==> src/rtl/led_status_pattern_generator_top_assert.svh <==
// Assertion macros used by the pattern generator core.
`ifndef LED_STATUS_PATTERN_GENERATOR_TOP_ASSERT_SVH
`define LED_STATUS_PATTERN_GENERATOR_TOP_ASSERT_SVH

// Implication checked on every clock edge, held off while in reset.
`define LSPG_ASSERT_IMPL(label, cond, prop, msg) \
    label: assert property (@(posedge i_clk) disable iff (!i_rst_n) (cond) |-> (prop)) \
        else $error(msg);

// Implication whose consequent is checked in the cycle after the antecedent holds.
`define LSPG_ASSERT_NEXT(label, cond, prop, msg) \
    label: assert property (@(posedge i_clk) disable iff (!i_rst_n) (cond) |=> (prop)) \
        else $error(msg);

`endif

==> src/rtl/lspg_pkg.sv <==
`default_nettype none

package lspg_pkg;

    typedef logic [3:0]  t_mode;
    typedef logic [3:0]  t_idx;
    typedef logic [10:0] t_time;

    // Request kinds carried in tuser
    typedef enum logic [1:0] {
        KIND_TICK     = 2'd0,
        KIND_SET_MODE = 2'd1,
        KIND_STOP     = 2'd2,
        KIND_START    = 2'd3
    } t_kind;

    // Mode codes
    localparam t_mode MODE_INIT    = 4'd0;
    localparam t_mode MODE_JOIN    = 4'd1;
    localparam t_mode MODE_CONN    = 4'd2;
    localparam t_mode MODE_ERROR   = 4'd3;
    localparam t_mode MODE_SENSOR  = 4'd4;
    localparam t_mode MODE_COMMAND = 4'd5;
    localparam t_mode MODE_SLEEP   = 4'd6;
    localparam t_mode MODE_UPDATE  = 4'd7;
    localparam t_mode MODE_OFF     = 4'd8;

    // Phase lengths in ticks
    localparam t_time LEN_100  = 11'd100;
    localparam t_time LEN_150  = 11'd150;
    localparam t_time LEN_200  = 11'd200;
    localparam t_time LEN_300  = 11'd300;
    localparam t_time LEN_500  = 11'd500;
    localparam t_time LEN_1000 = 11'd1000;
    localparam t_time LEN_2000 = 11'd2000;

    // Index of the trailing dark phase in the sensor and sleep patterns
    localparam t_idx IDX_TAIL_LONG  = 4'd6;
    // Index of the trailing dark phase in the command pattern
    localparam t_idx IDX_TAIL_SHORT = 4'd3;

    // Request and result payloads
    typedef struct packed {
        t_kind kind;
        t_mode value;
    } t_req;

    typedef struct packed {
        logic  mode_rejected;
        t_mode playing_mode;
        logic  led_level;
    } t_res;

    // Number of phases in each pattern
    function automatic t_idx phase_count(input t_mode m);
        t_idx c;
        case (m)
            MODE_ERROR:   c = 4'd10;
            MODE_SENSOR:  c = 4'd7;
            MODE_COMMAND: c = 4'd4;
            MODE_SLEEP:   c = 4'd7;
            MODE_OFF:     c = 4'd1;
            default:      c = 4'd2;
        endcase
        return c;
    endfunction

    // Length of one phase
    function automatic t_time phase_len(input t_mode m, input t_idx p);
        t_time l;
        case (m)
            MODE_INIT:    l = LEN_200;
            MODE_JOIN:    l = LEN_500;
            MODE_CONN:    l = LEN_2000;
            MODE_ERROR:   l = p[0] ? LEN_200 : LEN_100;
            MODE_SENSOR:  l = (p == IDX_TAIL_LONG) ? LEN_500 : LEN_100;
            MODE_COMMAND: l = (p == IDX_TAIL_SHORT) ? LEN_500 : LEN_100;
            MODE_SLEEP:   l = (p == IDX_TAIL_LONG) ? LEN_1000 : LEN_150;
            MODE_UPDATE:  l = p[0] ? LEN_100 : LEN_300;
            default:      l = LEN_1000;
        endcase
        return l;
    endfunction

    // LED level of one phase: lit on even phases, save the dark tails and mode off
    function automatic logic phase_lit(input t_mode m, input t_idx p);
        logic lit;
        if (m == MODE_OFF) begin
            lit = 1'b0;
        end else if ((m == MODE_SENSOR || m == MODE_SLEEP) && p == IDX_TAIL_LONG) begin
            lit = 1'b0;
        end else begin
            lit = ~p[0];
        end
        return lit;
    endfunction

endpackage

`default_nettype wire

==> src/rtl/lspg_core.sv <==
`default_nettype none

module lspg_core
    import lspg_pkg::*;
(
    input  wire  i_clk,
    input  wire  i_rst_n,
    input  wire  i_en,
    input  t_req i_req,
    output t_res o_res
);

    `include "led_status_pattern_generator_top_assert.svh"

    t_mode r_requested, n_requested;
    t_mode r_active,    n_active;
    t_idx  r_idx,       n_idx;
    t_time r_time,      n_time;
    logic  r_running,   n_running;
    logic  r_led,       n_led;
    logic  w_rejected;

    t_time w_time_dec;
    t_idx  w_idx_inc;

    assign w_time_dec = (r_time != '0) ? r_time - 11'd1 : '0;
    assign w_idx_inc  = r_idx + 4'd1;

    // Next state for the request at the input
    always_comb begin
        n_requested = r_requested;
        n_active    = r_active;
        n_idx       = r_idx;
        n_time      = r_time;
        n_running   = r_running;
        n_led       = r_led;
        w_rejected  = 1'b0;
        unique case (i_req.kind)
            KIND_TICK: begin
                if (r_running) begin
                    n_time = w_time_dec;
                    if (w_time_dec == '0) begin
                        if (w_idx_inc >= phase_count(r_active)) begin
                            // pattern done: adopt the requested mode
                            n_active = r_requested;
                            n_idx    = '0;
                            n_led    = phase_lit(r_requested, '0);
                            n_time   = phase_len(r_requested, '0);
                        end else begin
                            n_idx  = w_idx_inc;
                            n_led  = phase_lit(r_active, w_idx_inc);
                            n_time = phase_len(r_active, w_idx_inc);
                        end
                    end
                end
            end
            KIND_SET_MODE: begin
                if (i_req.value <= MODE_OFF) begin
                    n_requested = i_req.value;
                end else begin
                    w_rejected = 1'b1;
                end
            end
            KIND_STOP: begin
                n_running = 1'b0;
                n_led     = 1'b0;
            end
            KIND_START: begin
                if (!r_running) begin
                    n_running = 1'b1;
                    n_active  = r_requested;
                    n_idx     = '0;
                    n_led     = phase_lit(r_requested, '0);
                    n_time    = phase_len(r_requested, '0);
                end
            end
        endcase
    end

    // State registers
    always_ff @(posedge i_clk) begin
        if (!i_rst_n) begin
            r_requested <= MODE_OFF;
            r_active    <= MODE_OFF;
            r_idx       <= '0;
            r_time      <= LEN_1000;
            r_running   <= 1'b1;
            r_led       <= 1'b0;
        end else if (i_en) begin
            r_requested <= n_requested;
            r_active    <= n_active;
            r_idx       <= n_idx;
            r_time      <= n_time;
            r_running   <= n_running;
            r_led       <= n_led;
        end
    end

    // Result of this request
    assign o_res.led_level     = n_led;
    assign o_res.playing_mode  = n_active;
    assign o_res.mode_rejected = w_rejected;

    `LSPG_ASSERT_IMPL(a_idx_in_pattern, 1'b1, r_idx < phase_count(r_active),
        "phase index beyond pattern")
    `LSPG_ASSERT_IMPL(a_dark_when_stopped, !r_running, !r_led,
        "LED lit while stopped")
    `LSPG_ASSERT_IMPL(a_modes_valid, 1'b1, r_requested <= MODE_OFF && r_active <= MODE_OFF,
        "mode register out of range")
    `LSPG_ASSERT_NEXT(a_frozen_when_idle, !i_en, $stable(r_time) && $stable(r_idx),
        "state moved without a request")

endmodule

`default_nettype wire

==> src/rtl/led_status_pattern_generator_top.sv <==
// Status LED pattern generator, one request per 1 ms tick or command.
// Path: input register, core logic, then result register; m_axis_tready can stall in between.
// Throughput: one request per cycle; the only stalls come from m_axis_tready.
// Reset (synchronous, i_rst_n low): mode off, first off phase of 1000 ticks loaded,
// pattern running, LED dark, both register stages empty.
`default_nettype none

module led_status_pattern_generator_top
    import lspg_pkg::*;
(
    input  wire        i_clk,
    input  wire        i_rst_n,
    input  wire        s_axis_tvalid,
    output logic       s_axis_tready,
    input  wire  [7:0] s_axis_tdata,   // [3:0] mode_value, [7:4] zero
    input  wire  [1:0] s_axis_tuser,   // [1:0] kind
    output logic       m_axis_tvalid,
    input  wire        m_axis_tready,
    output logic [7:0] m_axis_tdata    // [0] led_level, [4:1] playing_mode, [5] mode_rejected
);

    logic r_in_valid;
    t_req r_in;
    logic r_out_valid;
    t_res r_out;
    logic w_out_free;
    logic w_adv;
    t_res w_res;

    // Pipeline moves when the result register can take a new entry
    assign w_out_free    = !r_out_valid || m_axis_tready;
    assign w_adv         = r_in_valid && w_out_free;
    assign s_axis_tready = !r_in_valid || w_out_free;

    // Input register
    always_ff @(posedge i_clk) begin
        if (!i_rst_n) begin
            r_in_valid <= 1'b0;
        end else if (s_axis_tready) begin
            r_in_valid <= s_axis_tvalid;
        end
    end

    always_ff @(posedge i_clk) begin
        if (s_axis_tready && s_axis_tvalid) begin
            r_in.kind  <= t_kind'(s_axis_tuser);
            r_in.value <= s_axis_tdata[3:0];
        end
    end

    lspg_core u_core (
        .i_clk   (i_clk),
        .i_rst_n (i_rst_n),
        .i_en    (w_adv),
        .i_req   (r_in),
        .o_res   (w_res)
    );

    // Result register
    always_ff @(posedge i_clk) begin
        if (!i_rst_n) begin
            r_out_valid <= 1'b0;
        end else if (w_out_free) begin
            r_out_valid <= r_in_valid;
        end
    end

    always_ff @(posedge i_clk) begin
        if (w_adv) begin
            r_out <= w_res;
        end
    end

    assign m_axis_tvalid = r_out_valid;
    assign m_axis_tdata  = {2'b00, r_out};

endmodule

`default_nettype wire
==> config.mk <==
export PLATFORM = sky130hd
export DESIGN_NAME = led_status_pattern_generator_top
export DESIGN_NICKNAME = d
export VERILOG_FILES = /design/src/rtl/lspg_pkg.sv /design/src/rtl/lspg_core.sv /design/src/rtl/led_status_pattern_generator_top.sv
export VERILOG_INCLUDE_DIRS = /design/src /design/src/rtl
export SDC_FILE = /design/constraint.sdc
export NUM_CORES = 1
export LEC_CHECK = 0
export ABC_AREA = 1
export BUFFER_PORTS_ARGS = -buffer_cell sky130_fd_sc_hd__buf_2
export CAP_MARGIN = 30
export CELL_PAD_IN_SITES_DETAIL_PLACEMENT = 0
export CELL_PAD_IN_SITES_GLOBAL_PLACEMENT = 1
export CORE_ASPECT_RATIO = 0.75
export CORE_MARGIN = 2
export CORE_UTILIZATION = 39
export CTS_CLUSTER_SIZE = 25
export DETAILED_ROUTE_END_ITERATION = 12
export GPL_ROUTABILITY_DRIVEN = 0
export PLACE_DENSITY = 0.76
export SYNTH_ARGS = -nofsm -noshare
export SYNTH_HDL_FRONTEND = slang
export SYNTH_SLANG_ARGS = --single-unit
==> constraint.sdc <==
create_clock -name i_clk -period 2.4 [get_ports i_clk]
set_input_delay 0.24 -clock i_clk [delete_from_list [all_inputs] [get_ports i_clk]]
set_output_delay 0.24 -clock i_clk [all_outputs]
set_load 0.05 [all_outputs]
==> impl.org <==
** Global route
- First-pass GRT wire length :: 13880 um
- The via count of the first global-routing pass is 2814.
- The number of antenna violations at the first check in global routing was 0.
- For this run the aggregate overflow at the end of global routing stands at 0.
- Across every metal layer, demand over resource in global routing totals 0.2018.
- Entering global routing, the biggest net connects 17 pins.

** Timing
- Final worst path period share :: 0.9485
- Clock Skews :: 13.36 ps
- Timing would allow up to 439.3 MHz.
- Number of setup violations in the final report :: 0
- For the finished layout, the period the worst path requires is 2276 ps.
- Slew margin rel. :: 0.6103
- The final hold violation count came to 0.
- Transition time at the pin with the least slew margin :: 583.9 ps
- Slew Limit Fails :: 0

** Yosys
- The share of the Yosys chip area taken by registers is 0.3459.
- Number of register bits inferred by synthesis :: 48
- Number of distinct library cell variants in the gate-level netlist after synthesis :: 43
- After synthesis, the mean cell area works out to 6.977 um2.
- Syn Inst Count :: ~450
- The mapped netlist covers about 0.0031 mm2.
- Number of enable flip-flop cells after synthesis :: 12
- Synthesis warning total :: 0
- Of all flip-flops after synthesis, the portion carrying an async set or reset was 0.
- For this run, the leading register cell type out of synthesis is sky130_fd_sc_hd__dfxtp_1.

** Setup path
- The startpoint identified for the worst register-to-register timing path is u_core.r_active[3]$_SDFFE_PN1P_.
- Register-to-Register Path Depth :: 14
- Data on the critical path is required at its endpoint by 2610 ps.
- STA puts the critical path data arrival time at 2480 ps.
- In this design, the stage delay of the slowest critical-path cell is 370 ps.
- Maximum fanout encountered on the critical timing path :: 5
- Crit-path slowest cell :: sky130_fd_sc_hd__dfxtp_2
- The signal on the critical path passes through inv_4, nand2_2, nor3_2, or2_2, ha_4, inv_1, nor2_1, o21bai_2, nand3_4, buf_4, nor3_4, nor3b_1, o21ai_0, nand2_1.
- Critical Path End Type :: register
- Classification of the worst setup path :: register to register
- FF-to-FF End :: u_core.r_time[7]$_SDFFE_PN1P_
- Startpoint type of the worst setup path :: register
- In this run the register-to-register setup slack is between 100 and 150 ps.

** Clock network
- H-tree levels :: 2
- TritonCTS buffer count :: 5
- The clock passes through at most 2 buffers.
- The tree is rooted in a sky130_fd_sc_hd__clkbuf_8.
- TritonCTS built the clock tree.
- After clock tree synthesis, the clock-pin slew on the worst setup and hold paths is about 100 ps.
- Skew-Pair Late Insertion Delay :: 310 ps
- Sink Count :: 48

** Place
- Number of cells in the design after placement :: 598
- The placed instances occupy a cell area of ~0.0036 mm2.
- Number of port buffers :: 17
- Detailed placement finished with a half-perimeter wire length of 6256 um.

** Hold path
- Endpoint of the worst hold path :: r_in[3]$_DFFE_PP_
- The startpoint identified for the worst hold timing path is s_axis_tdata[3].
- Along the worst hold path, the cell count comes to 1.
- The worst hold path belongs to the class input pin to register.

** Pwr
- Of the total power, the share spent switching nets is 0.3275.
- The analysis attributes to net switching a power of ~0.68 mW.
- Max VDD drop :: 0.2464 mV
- The share of total power dissipated in the clock network is 0.298.
- Leakage :: ~1.8 nW
- The internal portion of the total power is 1.402 mW.
- Sequential share of power :: 0.433
- In this run the power density over the cells is 523.9 mW/mm2.
- Gate power share :: 0.269

** Final layout
- The finished layout holds 617 standard cells, fillers aside.
- Post-synthesis to final-layout area growth :: 27.30%
- Of the cells placed in the final design, the portion with a size suffix greater than 1 is 0.2734.
- The net count of the finished layout is 542.
- Once layout is done, the placed cells without fillers occupy 0.003979 mm2.
- Number of antenna repair diodes :: 0

** Drt
- In the routed layout, each cell is associated on average with a via count of 5.083.
- Drt initial violations :: 247
- In this run the remaining antenna-violating nets after routing total 0.
- The first TritonRoute pass finished after 6 iterations.
- Routed via count :: 3136
- Sum of routed wire length over all layers :: roughly 8400 um
- DRC :: 0
- Routed len/inst :: between 10 and 15 um

** Die
- Measured along the x axis, the die boundary spans 107.4 um.
- The floorplan step set the die height to 81.53 um.
- The floorplan step defined a die boundary enclosing roughly 0.009 mm2.
- Effective utilization at floorplan :: 0.3983
- In this run the core area contains 28 standard-cell rows.
- Standard cell core area :: 0.007848 mm2
- I/O pins :: 24

** Status
- Status :: complete, no violations

** Job
- Max-cap violations in this run came to 0.
==> power groups by stage <==
stage	combinational, mW	clock, mW	sequential, mW
floorplan	0.285	0	0.940
global placement	0.456	0	0.918
detailed placement	0.463	0	0.918
CTS	0.490	0.635	0.901
global route	0.618	0.662	0.909
finish	0.561	0.621	0.903
==> what timing repair did <==
action                                  in CTS  in global routing
gates cloned                                 0                  1
hold buffers                                 0                  0
pin swaps                                    4                 19
endpoints found under the setup margin      19                 25
resized for setup                           20                 38
buffers inserted                             0                 10
==> worst max-delay path: cells and delay by family, from the launching register on <==
| family | cells | cell delay, ps |
|---|---|---|
| compound gates | 2 | 300 |
| flops | 1 | 370 |
| simple gates | 8 | 980 |
| buf+inv | 3 | 300 |
| fa+ha+maj | 1 | 220 |
==> cell type report <==
class | count | area, um2
inverters | 67 | 260.3
clock inverters | 3 | 46.29
well taps | 105 | 131.4
multi-input cells | 321 | 1899
flip-flops and latches | 48 | 1092
repair buffers | 68 | 480.5
clock buffers | 5 | 68.82
fillers | 789 | 3869
==> cell usage after synthesis, types with 2 or more instances <==
master,n,area [um2]
sky130_fd_sc_hd__a21boi_0,2,15.01
sky130_fd_sc_hd__a21oi_1,32,160.2
sky130_fd_sc_hd__a21oi_2,3,26.28
sky130_fd_sc_hd__a221oi_1,4,35.03
sky130_fd_sc_hd__a31oi_1,3,18.77
sky130_fd_sc_hd__buf_2,3,15.01
sky130_fd_sc_hd__buf_4,2,15.01
sky130_fd_sc_hd__clkbuf_1,8,30.03
sky130_fd_sc_hd__clkinv_1,4,15.01
sky130_fd_sc_hd__dfxtp_1,36,720.7
sky130_fd_sc_hd__edfxtp_1,12,360.4
sky130_fd_sc_hd__ha_1,17,212.7
sky130_fd_sc_hd__inv_1,61,229.0
sky130_fd_sc_hd__nand2_1,103,386.6
sky130_fd_sc_hd__nand2_2,2,12.51
sky130_fd_sc_hd__nand2_4,2,22.52
sky130_fd_sc_hd__nand3_1,35,175.2
sky130_fd_sc_hd__nand3_2,2,20.02
sky130_fd_sc_hd__nand4_1,10,62.56
sky130_fd_sc_hd__nor2_1,39,146.4
sky130_fd_sc_hd__nor2_2,3,18.77
sky130_fd_sc_hd__nor2_4,3,33.78
sky130_fd_sc_hd__nor3_1,11,55.05
sky130_fd_sc_hd__nor3_4,2,32.53
sky130_fd_sc_hd__o211ai_1,3,22.52
sky130_fd_sc_hd__o21ai_0,25,125.1
sky130_fd_sc_hd__o21ai_1,2,10.01
sky130_fd_sc_hd__or2_2,3,18.77
sky130_fd_sc_hd__xor2_1,2,17.52
==> metal layers <==
| metal | track usage | vias up | wire (um) |
|---|---|---|---|
| li1 | - | 1589 | - |
| met1 | 0.2921 | 1454 | 4309 |
| met4 | 0.04744 | 0 | 88 |
| met2 | 0.3139 | 83 | 3605 |
| met5 | 0 | - | 0 |
| met3 | 0.03571 | 10 | 446 |
==> stage by stage <==
step	setup slack [ps]	utilization	hold slack [ps]	power (mW)	TNS (ps)
final	123.7	0.5070	106.3	2.085	0
after detailed placement	-123.1	0.4573	418.1	1.381	-997.1
after CTS	17.67	0.4815	97.92	2.027	0
after global routing	-3.588	0.5070	90.54	2.189	-5.655
after floorplan	25.84	-	338.9	1.225	0
after global placement	-60.78	0.4573	417.2	1.373	-306.6
==> layout by cell type (no fill, tap or decap), types with 3 or more instances in the layout <==
cell / instances
sky130_fd_sc_hd__ha_1: 12
sky130_fd_sc_hd__inv_4: 3
sky130_fd_sc_hd__nand3_2: 3
sky130_fd_sc_hd__nand3_1: 32
sky130_fd_sc_hd__nor3_2: 3
sky130_fd_sc_hd__buf_6: 4
sky130_fd_sc_hd__inv_1: 55
sky130_fd_sc_hd__o211ai_1: 3
sky130_fd_sc_hd__nor3_1: 7
sky130_fd_sc_hd__o21ai_1: 6
sky130_fd_sc_hd__inv_2: 5
sky130_fd_sc_hd__o21ai_0: 19
sky130_fd_sc_hd__nor3_4: 3
sky130_fd_sc_hd__clkbuf_8: 5
sky130_fd_sc_hd__nand4_1: 10
sky130_fd_sc_hd__dfxtp_2: 6
sky130_fd_sc_hd__nand2_4: 3
sky130_fd_sc_hd__buf_2: 18
sky130_fd_sc_hd__nor2_2: 4
sky130_fd_sc_hd__a31oi_1: 3
sky130_fd_sc_hd__nand2_1: 97
sky130_fd_sc_hd__a221oi_1: 4
sky130_fd_sc_hd__a21oi_1: 29
sky130_fd_sc_hd__dfxtp_1: 29
sky130_fd_sc_hd__nor2_1: 38
sky130_fd_sc_hd__ha_4: 4
sky130_fd_sc_hd__a21oi_2: 6
sky130_fd_sc_hd__edfxtp_1: 12
sky130_fd_sc_hd__nor2_4: 3
sky130_fd_sc_hd__nand2_2: 7
sky130_fd_sc_hd__clkinv_1: 3
sky130_fd_sc_hd__buf_4: 46
==> cells by family (layout without fill, tap and decap cells) <==
family | count (synthesis) | after routing | synth area share
AO/OA/AOI/OAI | 81 | 81 | 0.1545
XOR/XNOR | 3 | 3 | 0.008408
adder cells (fa/ha/maj) | 17 | 17 | 0.06805
buffers and inverters | 80 | 143 | 0.1001
flip-flops | 48 | 48 | 0.3459
other | 1 | 2 | 0.001200
AND/OR/NAND/NOR | 218 | 218 | 0.3219
==> worst max path at each step <==
stage / slack [ps] / depth (start not counted) / from / end
2_1_floorplan: 30 / 16 / u_core.r_active[3]$_SDFFE_PN1P_ / u_core.r_time[5]$_SDFFE_PN1P_
3_3_place_gp: -60 / 17 / u_core.r_active[3]$_SDFFE_PN1P_ / m_axis_tdata[3]$_DFFE_PP_
3_5_place_dp: -120 / 14 / u_core.r_active[3]$_SDFFE_PN1P_ / u_core.r_time[7]$_SDFFE_PN1P_
4_1_cts: 20 / 16 / u_core.r_active[3]$_SDFFE_PN1P_ / m_axis_tdata[1]$_DFFE_PP_
5_1_grt: -4 / 14 / u_core.r_time[0]$_SDFFE_PN0P_ / m_axis_tdata[3]$_DFFE_PP_
6_report: 120 / 14 / u_core.r_active[3]$_SDFFE_PN1P_ / u_core.r_time[7]$_SDFFE_PN1P_
Power figures use the tool's default switching activity.
